--- src/kpe_pkg.sv ---
// Package with the shared constants of the key press event detector.
package kpe_pkg;

   // Number of keys that are watched; higher key bits are ignored.
   localparam int KEY_COUNT = 8;
   localparam int KEY_WIDTH = 8;
   localparam logic [KEY_WIDTH-1:0] KEY_MASK =
      KEY_WIDTH'(((64'd1 << KEY_COUNT) - 64'd1) & 64'hFF);

   localparam int TIME_WIDTH = 32;
   localparam int LIMIT_WIDTH = 16;

   // Phase codes of the press tracker.
   localparam int PHASE_WIDTH = 3;
   localparam logic [PHASE_WIDTH-1:0] PH_IDLE     = 3'd0;
   localparam logic [PHASE_WIDTH-1:0] PH_PRESSING = 3'd1;
   localparam logic [PHASE_WIDTH-1:0] PH_SHORT    = 3'd2;
   localparam logic [PHASE_WIDTH-1:0] PH_LONG     = 3'd3;
   localparam logic [PHASE_WIDTH-1:0] PH_RELPEND  = 3'd4;

   // Register indexes of the configuration port.
   localparam logic [1:0] REG_SHORT_MS    = 2'd0;
   localparam logic [1:0] REG_LONG_MS     = 2'd1;
   localparam logic [1:0] REG_REPEAT_MS   = 2'd2;
   localparam logic [1:0] REG_FALLTHROUGH = 2'd3;

   // Reset values of the registers.
   localparam logic [LIMIT_WIDTH-1:0] SHORT_MS_RESET  = 16'd50;
   localparam logic [LIMIT_WIDTH-1:0] LONG_MS_RESET   = 16'd1000;
   localparam logic [LIMIT_WIDTH-1:0] REPEAT_MS_RESET = 16'd250;

   // Bit positions of the event flags in the result tuser.
   localparam int FLAG_SHORT    = 0;
   localparam int FLAG_LONG     = 1;
   localparam int FLAG_REPEAT   = 2;
   localparam int FLAG_RELEASED = 3;

   typedef logic [3:0] flags_type;

endpackage

--- src/key_press_event_detector.sv ---
// Key press event detector: turns sampled key masks into press events.
//
// Usage: each request transaction carries the sampled key mask and a free
// running millisecond timestamp. For every request exactly one response
// transaction is produced, holding the event key mask in tdata and the
// short, long, repeat and released flags in tuser. A response with all flags
// low is a plain idle report, which echoes the pressed keys when fallthrough
// is enabled and is zero otherwise.
// The response becomes valid in the cycle after its request is accepted.
// Throughput is one transaction per cycle while the receiver does not stall,
// set by the single output register; the whole step is one 32-bit subtract,
// compares and the phase update between the request port and that register.
// When the receiver stalls, the response register holds its transaction and
// a new request is only taken in a cycle where the held one leaves. Reset is
// synchronous and active high; it empties the response register, returns the
// tracker to idle and loads the register defaults (short 50 ms, long 1000 ms,
// repeat 250 ms, fallthrough off). The user must write registers over the
// APB-style port only while no transaction is in flight; not enforced.
module key_press_event_detector
   import kpe_pkg::*;
(
   input  logic        clock,
   input  logic        reset,
   // Request channel.
   input  logic        req_tvalid,
   output logic        req_tready,
   input  logic [39:0] req_tdata,   // [7:0] pressed_keys, [39:8] now_ms
   // Response channel.
   output logic        rsp_tvalid,
   input  logic        rsp_tready,
   output logic [7:0]  rsp_tdata,   // [7:0] event_keys
   output logic [3:0]  rsp_tuser,   // [0] is_short, [1] is_long, [2] is_repeat,
                                    // [3] is_released
   // Configuration port.
   input  logic        csr_psel,
   input  logic        csr_penable,
   input  logic        csr_pwrite,
   input  logic [3:0]  csr_paddr,
   input  logic [31:0] csr_pwdata,
   output logic [31:0] csr_prdata,
   output logic        csr_pready
);

   // Configuration registers.
   logic [LIMIT_WIDTH-1:0] short_ms_ff, long_ms_ff, repeat_ms_ff;
   logic                   fallthrough_ff;
   logic                   csr_write;
   logic [1:0]             csr_index;

   // Tracker state.
   logic [KEY_WIDTH-1:0]   held_mask_ff, held_mask_in;
   logic [PHASE_WIDTH-1:0] phase_ff, phase_in;
   logic [TIME_WIDTH-1:0]  start_time_ff, start_time_in;

   // Response register.
   logic                   rsp_valid_ff, rsp_valid_in;
   logic [KEY_WIDTH-1:0]   rsp_keys_ff, rsp_keys_in;
   flags_type              rsp_flags_ff, rsp_flags_in;

   // Decoded request.
   logic                   req_accept;
   logic [KEY_WIDTH-1:0]   pressed;
   logic [TIME_WIDTH-1:0]  now_ms;
   logic [TIME_WIDTH-1:0]  elapsed;
   logic [KEY_WIDTH-1:0]   idle_keys;
   logic [PHASE_WIDTH-1:0] phase_cur;
   logic [KEY_WIDTH-1:0]   held_cur;

   // ---------------------------------------------------------------------
   // Configuration port. Writes land on the access cycle; reads are direct.
   // ---------------------------------------------------------------------
   assign csr_pready = 1'b1;
   assign csr_index  = csr_paddr[3:2];
   assign csr_write  = csr_psel & csr_penable & csr_pwrite & csr_pready;

   always_ff @(posedge clock) begin
      if (reset) begin
         short_ms_ff    <= SHORT_MS_RESET;
         long_ms_ff     <= LONG_MS_RESET;
         repeat_ms_ff   <= REPEAT_MS_RESET;
         fallthrough_ff <= 1'b0;
      end else if (csr_write) begin
         unique case (csr_index)
            REG_SHORT_MS:    short_ms_ff    <= csr_pwdata[LIMIT_WIDTH-1:0];
            REG_LONG_MS:     long_ms_ff     <= csr_pwdata[LIMIT_WIDTH-1:0];
            REG_REPEAT_MS:   repeat_ms_ff   <= csr_pwdata[LIMIT_WIDTH-1:0];
            REG_FALLTHROUGH: fallthrough_ff <= csr_pwdata[0];
            default:         fallthrough_ff <= fallthrough_ff;
         endcase
      end
   end

   always_comb begin
      unique case (csr_index)
         REG_SHORT_MS:    csr_prdata = {16'd0, short_ms_ff};
         REG_LONG_MS:     csr_prdata = {16'd0, long_ms_ff};
         REG_REPEAT_MS:   csr_prdata = {16'd0, repeat_ms_ff};
         REG_FALLTHROUGH: csr_prdata = {31'd0, fallthrough_ff};
         default:         csr_prdata = 32'd0;
      endcase
   end

   // ---------------------------------------------------------------------
   // Handshake. A request moves whenever the response register is empty or
   // its transaction leaves in the same cycle.
   // ---------------------------------------------------------------------
   assign req_tready = ~rsp_valid_ff | rsp_tready;
   assign req_accept = req_tvalid & req_tready;

   assign pressed   = req_tdata[KEY_WIDTH-1:0] & KEY_MASK;
   assign now_ms    = req_tdata[KEY_WIDTH +: TIME_WIDTH];
   assign idle_keys = fallthrough_ff ? pressed : '0;
   assign elapsed   = now_ms - start_time_ff;

   // Codes above release pending never occur, but they fall back to idle.
   assign phase_cur = (phase_ff > PH_RELPEND) ? PH_IDLE : phase_ff;
   assign held_cur  = (phase_ff > PH_RELPEND) ? '0 : held_mask_ff;

   // ---------------------------------------------------------------------
   // Event decision. Everything here is one subtract and a few compares.
   // ---------------------------------------------------------------------
   always_comb begin
      held_mask_in  = held_mask_ff;
      phase_in      = phase_ff;
      start_time_in = start_time_ff;
      rsp_keys_in   = rsp_keys_ff;
      rsp_flags_in  = rsp_flags_ff;

      if (req_accept) begin
         held_mask_in = held_cur;
         phase_in     = phase_cur;
         rsp_keys_in  = idle_keys;
         rsp_flags_in = '0;

         priority if (phase_cur == PH_RELPEND) begin
            // The transaction after a release report is always a bare release.
            phase_in                    = PH_IDLE;
            held_mask_in                = '0;
            rsp_keys_in                 = '0;
            rsp_flags_in[FLAG_RELEASED] = 1'b1;
         end else if (pressed == '0) begin
            phase_in     = PH_IDLE;
            held_mask_in = '0;
            rsp_keys_in  = '0;
            if (phase_cur == PH_LONG) begin
               phase_in                    = PH_RELPEND;
               rsp_keys_in                 = held_cur;
               rsp_flags_in[FLAG_LONG]     = 1'b1;
               rsp_flags_in[FLAG_RELEASED] = 1'b1;
            end else if (phase_cur == PH_SHORT) begin
               phase_in                    = PH_RELPEND;
               rsp_keys_in                 = held_cur;
               rsp_flags_in[FLAG_SHORT]    = 1'b1;
               rsp_flags_in[FLAG_RELEASED] = 1'b1;
            end
         end else if ((pressed & ~held_cur) != '0) begin
            // A newly pressed key restarts timing.
            held_mask_in  = (held_cur | pressed) & KEY_MASK;
            phase_in      = PH_PRESSING;
            start_time_in = now_ms;
         end else if ((phase_cur == PH_PRESSING) &&
                      (elapsed > {16'd0, short_ms_ff})) begin
            held_mask_in             = pressed;
            phase_in                 = PH_SHORT;
            rsp_keys_in              = pressed;
            rsp_flags_in[FLAG_SHORT] = 1'b1;
         end else if (phase_cur == PH_LONG) begin
            if (elapsed > {16'd0, repeat_ms_ff}) begin
               start_time_in             = now_ms;
               rsp_keys_in               = held_cur;
               rsp_flags_in[FLAG_REPEAT] = 1'b1;
            end
         end else begin
            // Long may also fire straight from pressing when long_ms is small.
            if (elapsed > {16'd0, long_ms_ff}) begin
               phase_in                = PH_LONG;
               start_time_in           = now_ms;
               rsp_keys_in             = held_cur;
               rsp_flags_in[FLAG_LONG] = 1'b1;
            end
         end
      end
   end

   always_comb begin
      rsp_valid_in = rsp_valid_ff;
      if (req_accept) begin
         rsp_valid_in = 1'b1;
      end else if (rsp_tready) begin
         rsp_valid_in = 1'b0;
      end
   end

   always_ff @(posedge clock) begin
      if (reset) begin
         held_mask_ff  <= '0;
         phase_ff      <= PH_IDLE;
         start_time_ff <= '0;
         rsp_valid_ff  <= 1'b0;
      end else begin
         held_mask_ff  <= held_mask_in;
         phase_ff      <= phase_in;
         start_time_ff <= start_time_in;
         rsp_valid_ff  <= rsp_valid_in;
      end
   end

   // The response payload needs no reset; it only counts while valid.
   always_ff @(posedge clock) begin
      rsp_keys_ff  <= rsp_keys_in;
      rsp_flags_ff <= rsp_flags_in;
   end

   assign rsp_tvalid = rsp_valid_ff;
   assign rsp_tdata  = rsp_keys_ff;
   assign rsp_tuser  = rsp_flags_ff;

   // ---------------------------------------------------------------------
   // Assertions.
   // ---------------------------------------------------------------------

   // Idle and release pending both keep an empty held mask.
   a_held_clear : assert property (@(posedge clock) disable iff (reset)
      (phase_ff == PH_IDLE || phase_ff == PH_RELPEND) |-> (held_mask_ff == '0))
      else $error("held mask not clear in idle or release pending");

   // A transaction taken in release pending yields a bare release.
   a_bare_release : assert property (@(posedge clock) disable iff (reset)
      (req_accept && phase_ff == PH_RELPEND) |=>
         (rsp_tvalid && rsp_tdata == '0 && rsp_tuser == (4'd1 << FLAG_RELEASED)))
      else $error("release pending did not produce a bare release");

   // Short and long never appear together, nor repeat with release.
   a_flags_exclusive : assert property (@(posedge clock) disable iff (reset)
      rsp_tvalid |-> (!(rsp_tuser[FLAG_SHORT] && rsp_tuser[FLAG_LONG]) &&
                      !(rsp_tuser[FLAG_REPEAT] && rsp_tuser[FLAG_RELEASED])))
      else $error("conflicting event flags");

   // A release report always moves the tracker to release pending.
   a_release_phase : assert property (@(posedge clock) disable iff (reset)
      (req_accept && rsp_flags_in[FLAG_RELEASED] &&
       (rsp_flags_in[FLAG_SHORT] || rsp_flags_in[FLAG_LONG])) |=>
         (phase_ff == PH_RELPEND))
      else $error("release report without release pending");

endmodule

--- config.mk ---
export PLATFORM = sky130hd
export DESIGN_NAME = key_press_event_detector
export DESIGN_NICKNAME = d
export VERILOG_FILES = /design/src/kpe_pkg.sv /design/src/key_press_event_detector.sv
export SDC_FILE = /design/constraint.sdc
export NUM_CORES = 1
export LEC_CHECK = 0
export BUFFER_PORTS_ARGS = -buffer_cell sky130_fd_sc_hd__buf_2
export CORE_MARGIN = 10
export CORE_UTILIZATION = 45
export CTS_BUF_LIST = sky130_fd_sc_hd__clkbuf_8
export DETAILED_ROUTE_END_ITERATION = 8
export PLACE_DENSITY = 0.66
export SYNTH_ARGS = -nofsm -noshare
export SYNTH_HDL_FRONTEND = slang
export SYNTH_SLANG_ARGS = --single-unit
--- constraint.sdc ---
create_clock -name clock -period 5.4 [get_ports clock]
set_input_delay 0.54 -clock clock [delete_from_list [all_inputs] [get_ports clock]]
set_output_delay 0.54 -clock clock [all_outputs]
set_load 0.05 [all_outputs]
==> results of run 1 <==
==> registers in the layout, summed over array words and instances (netlist names) <==
| register | cells |
|---|---|
| held_mask_ff | 8 |
| rsp_tvalid | 1 |
| fallthrough_ff | 1 |
| start_time_ff | 32 |
| rsp_tdata | 8 |
| rsp_tuser | 4 |
| repeat_ms_ff | 16 |
| phase_ff | 3 |
| long_ms_ff | 16 |
| short_ms_ff | 16 |
==> worst min-delay path, stage by stage <==
cell and delay, ns:
buf_2 0.10, inv_1 0.04, a21oi_1 0.05
==> power groups by stage <==
stage,combinational (W),sequential (W),clock (W)
floorplan,0.000566,0.000870,0
global placement,0.000756,0.000856,0
detailed placement,0.000764,0.000857,0
CTS,0.000772,0.000839,0.000571
global route,0.000866,0.000843,0.000593
finish,0.000777,0.000839,0.000557
==> cells in the mapped netlist, types with 10 or more instances <==
library cell    n  area [µm²]
nor2_1         42         158
o21ai_0        50         250
ha_1           79         988
nand2_1       234         878
a21oi_1        88         440
inv_1          94         353
clkbuf_1       29         109
o211ai_1       21         158
nor3_1         14        70.1
o21a_1         16         120
a21o_1         18         135
nand4_1        21         131
mux2i_1        52         521
edfxtp_1       12         360
buf_4          17         128
o22ai_1        10        62.6
xnor2_1        11        96.3
dfxtp_1        93        1860
==> kinds of logic (layout without fill, tap and decap cells) <==
logic type      count (synthesis)  count (layout)
flops                         105             105
simple gates                  373             373
buf+inv                       156             215
mux                            53              53
fa+ha+maj                      80              80
compound gates                275             275
other cells                     2              18
xor+xnor                       17              17
==> metrics by stage <==
stage          setup WS, ns  utilization  hold WS (ns)
6_report              0.558        0.499         0.370
5_1_grt               0.110        0.499         0.382
4_1_cts               0.576        0.499         0.361
3_5_place_dp          0.316        0.487         0.450
3_3_place_gp          0.324        0.487         0.443
2_1_floorplan          1.10            -         0.435
==> worst min-delay path by stage <==
stage	startpoint	end	slack (ns)	cells past startpoint
2_1_floorplan	start_time_ff[10]$_SDFFE_PP0P_	start_time_ff[10]$_SDFFE_PP0P_	0.43	2
6_report	req_tvalid	rsp_tvalid$_SDFFE_PP0P_	0.37	3
3_5_place_dp	start_time_ff[29]$_SDFFE_PP0P_	start_time_ff[29]$_SDFFE_PP0P_	0.45	2
4_1_cts	req_tvalid	rsp_tvalid$_SDFFE_PP0P_	0.36	3
3_3_place_gp	start_time_ff[18]$_SDFFE_PP0P_	start_time_ff[18]$_SDFFE_PP0P_	0.44	2
5_1_grt	req_tdata[32]	start_time_ff[24]$_SDFFE_PP0P_	0.38	3
==> layout make-up <==
| type | instances | area, µm² |
|---|---|---|
| timing repair buffer | 104 | 558 |
| inverter | 95 | 357 |
| clock inverter | 7 | 87.6 |
| clock buffer | 9 | 124 |
| fill | 1783 | 8940 |
| tap | 229 | 287 |
| sequential | 105 | 2220 |
| antenna | 1 | 2.50 |
| multi-input combinational | 815 | 5270 |
==> layer usage <==
layer,GRT usage,up-vias,part of all wire
met5,0,-,0
met4,0.0508,0,0.014
met3,0.0277,18,0.050
met2,0.284,203,0.46
met1,0.240,3465,0.48
li1,-,3857,-
==> placed cells by master (no fill, tap or decap), types with 6 or more instances in the layout <==
| cell | n |
|---|---|
| nand2_1 | 234 |
| inv_1 | 97 |
| buf_2 | 94 |
| dfxtp_1 | 93 |
| a21oi_1 | 88 |
| ha_1 | 79 |
| mux2i_1 | 52 |
| o21ai_0 | 50 |
| nor2_1 | 42 |
| o211ai_1 | 21 |
| nand4_1 | 21 |
| a21o_1 | 18 |
| conb_1 | 17 |
| o21a_1 | 16 |
| nor3_1 | 13 |
| edfxtp_1 | 12 |
| xnor2_1 | 11 |
| o22ai_1 | 10 |
| clkbuf_8 | 9 |
| buf_4 | 9 |
| nand3_1 | 8 |
| or4_1 | 8 |
| nand2b_1 | 7 |
| nor2b_1 | 7 |
| a32o_1 | 7 |
| xor2_1 | 6 |
| o21ai_1 | 6 |
| a211oi_1 | 6 |
| nor4_1 | 6 |
==> results.yml, run 1 <==
power:
  p_clk_frac: 0.256
  leakage_nw: 3.79
  total_power_w: 0.00217
  p_int_w: 0.00137
  sw_frac_of_total: 0.372
  seqPwrFrac: 0.386
  power_switching_w: 0.000808
  combPwrFrac: 0.358
  power_density_mw_per_mm2: 244
  peakVddDrop_mv: 0.150
critical_path:
  timing.rr.start: "start_time_ff[0]$_SDFFE_PP0P_"
  crit_arrival_ns: 4.98
  worst_path_largest_cell_delay_ns: 0.64
  r2r_setup_slack_ns: 0.56
  path_cells: "ha_1 -> fa_1 -> nand2b_1 -> a21oi_1 -> nor2_1 -> o21ai_0 -> a21boi_0 -> xnor2_1 -> ha_1 -> a21o_1 -> a21oi_1 -> nor2b_1 -> o21ai_0 -> a31oi_1 -> mux2i_1 -> a21boi_0 -> a31oi_1 -> o22ai_1"
  end_kind: "flip-flop"
  crit_buf_inv: 0
  cp.depth: 18
  cp_max_fo: 8
  critPathRequiredTime_ns: 5.54
  crit_type: "reg -> reg"
  reg2reg_to: "rsp_tdata[4]$_SDFFCE_PN0P_"
  startpoint: "start_time_ff[0]$_SDFFE_PP0P_"
  critPathSlowestCell: "a31oi_1"
  r2r_cells: 18
  start_kind: "flip-flop"
  cpLargestDelayFamily: "compound AO/OA/AOI/OAI gates"
  crit_end: "rsp_tdata[4]$_SDFFCE_PN0P_"
route:
  drtIter0Drc: 603
  first_pass_iters: 5
  wl_per_cell_um: 15.9
  drcViolationCount: 0
  routed_wl_um: 21600
  vias: 7543
  avgViaCountPerCell: 5.53
  ant_nets: 0
synthesis:
  ys_types: 79
  avgSynthCellArea_um2: 7.64
  synth_xor_area_frac: 0.0184
  synth_seq_cells: 105
  yosys.area_share.simple: 0.208
  async_reset_ff_frac: 0
  synth_compound_area_frac: 0.223
  synthMuxAreaShare: 0.0670
  syn_area_mm2: 0.00810
  synth_top_family_by_area: "compound AO/OA/AOI/OAI gates"
  synth_fa_ha_area_frac: 0.124
  yosys_warnings: 0
  synth_ff_type: "dfxtp_1"
  synth_edf_count: 12
  synthesis.instances: 1061
  seq_area_frac_synth: 0.274
die:
  die_x_um: 154
  fp-row-count: 49
  core_mm2: 0.0178
  die_area_mm2: 0.0238
  start_util: 0.454
  ios: 130
  die_h_um: 154
sta:
  hold_viol: 0
  rsz0062_at_grt: "false"
  fin_crit_ns: 4.84
  slew_headroom: 0.373
  setup_viol: 0
  setup-tns-final_ns: 0
  drv_slew: 0
  clock.fmax_mhz: 207
  skew_ns: 0.0149
  worst_pin_slew_ns: 0.935
  final.period_utilization: 0.897
flow_run:
  max_cap_violations: 0
clocking:
  clk_latency_ns: 0.40
  cts-root-buf: "clkbuf_8"
  cts-htree-levels: 3
  clk_pin_slew_ns: 0.11
  cts_resized: 0
  cts_hold_buffers: 0
  numCtsBuffers: 9
  clkSinkCount: 105
  postCtsSetupBuffers: 0
  cts_buffer_depth: 2
  cts_tree: "done"
global_routing:
  grt_use_total: 0.177
  grt_pass1_vias: 7049
  grt_start_max_net_pins: 81
  antenna_found_initial: 0
  overflow: 0
  grt_pass1_wl_um: 35500
placed_design:
  place_congestion: 0.928
  dpl_cell_area_mm2: 0.00869
  io_buffer_count: 94
  place_hpwl_um: 16700
  placed_cells: 1348
layout:
  drive_gt1_frac: 0.124
  final_cells: 1365
  final_nets: 1293
  area_growth_pct: 9.85
  fin_area_mm2: 0.00890
outcome:
  status: "complete, no violations"
min_path:
  hp-class: "in -> reg"
(Power assumes the default switching activity.)
==> inputs of run 2 (changes only) <==
--- a/config.mk
+++ b/config.mk
@@ -7,10 +7,10 @@
 export LEC_CHECK = 0
 export BUFFER_PORTS_ARGS = -buffer_cell sky130_fd_sc_hd__buf_2
 export CORE_MARGIN = 10
-export CORE_UTILIZATION = 45
+export CORE_UTILIZATION = 54
 export CTS_BUF_LIST = sky130_fd_sc_hd__clkbuf_8
 export DETAILED_ROUTE_END_ITERATION = 8
-export PLACE_DENSITY = 0.66
+export PLACE_DENSITY = 0.77
 export SYNTH_ARGS = -nofsm -noshare
 export SYNTH_HDL_FRONTEND = slang
 export SYNTH_SLANG_ARGS = --single-unit
==> results.yml, run 2 (synthesis gave the netlist of run 1 again) <==
clocking:
  clk_pin_slew_ns: 0.12
  cts_tree: "done"
  cts-root-buf: "clkbuf_8"
  clk_latency_ns: 0.40
  cts_resized: 0
  cts-htree-levels: 3
  numCtsBuffers: 9
  postCtsSetupBuffers: 0
  cts_hold_buffers: 0
  clkSinkCount: 105
  cts_buffer_depth: 2
route:
  ant_nets: 0
  routed_wl_um: 21200
  vias: 7649
  wl_per_cell_um: 16.1
  avgViaCountPerCell: 5.80
  drtIter0Drc: 684
  drcViolationCount: 0
  first_pass_iters: 5
placed_design:
  place_hpwl_um: 16300
  dpl_cell_area_mm2: 0.00861
  place_congestion: 0.921
  io_buffer_count: 94
  placed_cells: 1302
outcome:
  status: "complete, no violations"
layout:
  regMostFlops: "start_time_ff"
  n_fill_cell: 1404
  largest_register_ffs: 32
  final_nets: 1292
  fin_area_mm2: 0.00880
  drive_gt1_frac: 0.125
  area_growth_pct: 8.54
  layout_commonest_cell: "nand2_1"
  final_cells: 1319
  layout_common_cells: "234 x nand2_1, 94 x inv_1, 94 x buf_2"
critical_path:
  crit_type: "reg -> reg"
  crit_arrival_ns: 4.98
  end_kind: "flip-flop"
  cp_max_fo: 8
  critPathRequiredTime_ns: 5.53
  path_cells: "ha_1 -> fa_1 -> nand2b_1 -> a21oi_1 -> nor2_1 -> o21ai_0 -> a21boi_0 -> xnor2_1 -> ha_1 -> a21o_1 -> a21oi_1 -> nor2b_1 -> o21ai_0 -> a31oi_1 -> mux2i_1 -> a21boi_0 -> a31oi_1 -> o22ai_1"
  worst_path_largest_cell_delay_ns: 0.65
  critPathSlowestCell: "a31oi_1"
  start_kind: "flip-flop"
die:
  die_x_um: 143
  fp-row-count: 44
  die_h_um: 143
  ios: 130
  core_mm2: 0.0146
  die_area_mm2: 0.0203
  start_util: 0.553
min_path:
  hp-class: "in -> reg"
sta:
  hold_viol: 0
  clock.fmax_mhz: 206
  rsz0062_at_grt: "false"
  fin_crit_ns: 4.85
  skew_ns: 0.0199
  final.period_utilization: 0.897
  setup-tns-final_ns: 0
  drv_slew: 0
  slew_headroom: 0.276
  setup_viol: 0
  worst_pin_slew_ns: 1.08
power:
  power_density_mw_per_mm2: 239
  total_power_w: 0.00210
  leakage_nw: 3.76
  peakVddDrop_mv: 0.130
global_routing:
  grt_use_total: 0.204
  grt_start_max_net_pins: 81
  grt_pass1_vias: 7048
  overflow: 0
  grt_pass1_wl_um: 34600
  antenna_found_initial: 0
flow_run:
  max_cap_violations: 0
==> run 2: cell count changes in the layout (fill, tap and decap cells not counted) <==
cell and change:
buf_12 -1, bufinv_16 -2, clkinv_1 +1, inv_1 -3, inv_6 +3, inv_8 +1
==> run 2: cell type report <==
cell class / instances / area, µm² / share of cell area
Antenna cell: 1 / 2.50 / 0.000284
Clock buffer: 9 / 124 / 0.0141
Clock inverter: 7 / 57.6 / 0.00654
Inverter: 95 / 357 / 0.0405
Multi-Input combinational cell: 815 / 5270 / 0.599
Sequential cell: 105 / 2220 / 0.253
Tap cell: 184 / 230 / 0.0262
Timing Repair Buffer: 103 / 538 / 0.0612
==> run 2: path summary, 6_finish.rpt <==
kind	depth (start not counted)	to	slack [ns]	startpoint
setup reg to reg	18	rsp_tdata[0]$_SDFFCE_PN0P_	0.55	start_time_ff[0]$_SDFFE_PP0P_
hold / removal	3	rsp_tvalid$_SDFFE_PP0P_	0.37	req_tvalid
setup / recovery	18	rsp_tdata[0]$_SDFFCE_PN0P_	0.55	start_time_ff[0]$_SDFFE_PP0P_
hold reg to reg	2	start_time_ff[13]$_SDFFE_PP0P_	0.46	start_time_ff[13]$_SDFFE_PP0P_
==> run 2: per-layer routing <==
layer	track usage	wire, µm	vias up
li1	-	-	3846
met1	0.270	9790	3541
met2	0.325	9620	228
met3	0.0471	1390	34
met4	0.0608	396	0
met5	0	0	-
==> run 2: power breakdown <==
part / switching, W / total (W) / internal [W]
clock network: 0.000308 / 0.000485 / 0.000176
registers: 0.0000189 / 0.000839 / 0.000821
logic: 0.000492 / 0.000777 / 0.000286
==> run 2: stage by stage <==
step	worst slack, ns	hold slack [ns]	utilization
CTS	0.536	0.357	0.600
finish	0.555	0.371	0.601
global placement	0.289	0.442	0.588
detailed placement	0.178	0.449	0.588
floorplan	1.10	0.435	-
global route	0.0774	0.366	0.600
==> run 2: worst max-delay path: cells and delay by family (launching register included) <==
family,cells,cell delay (ns)
flops,1,0.34
mux,1,0.23
compound gates,10,2.41
simple gates,3,0.36
fa+ha+maj,3,0.93
xor+xnor,1,0.29
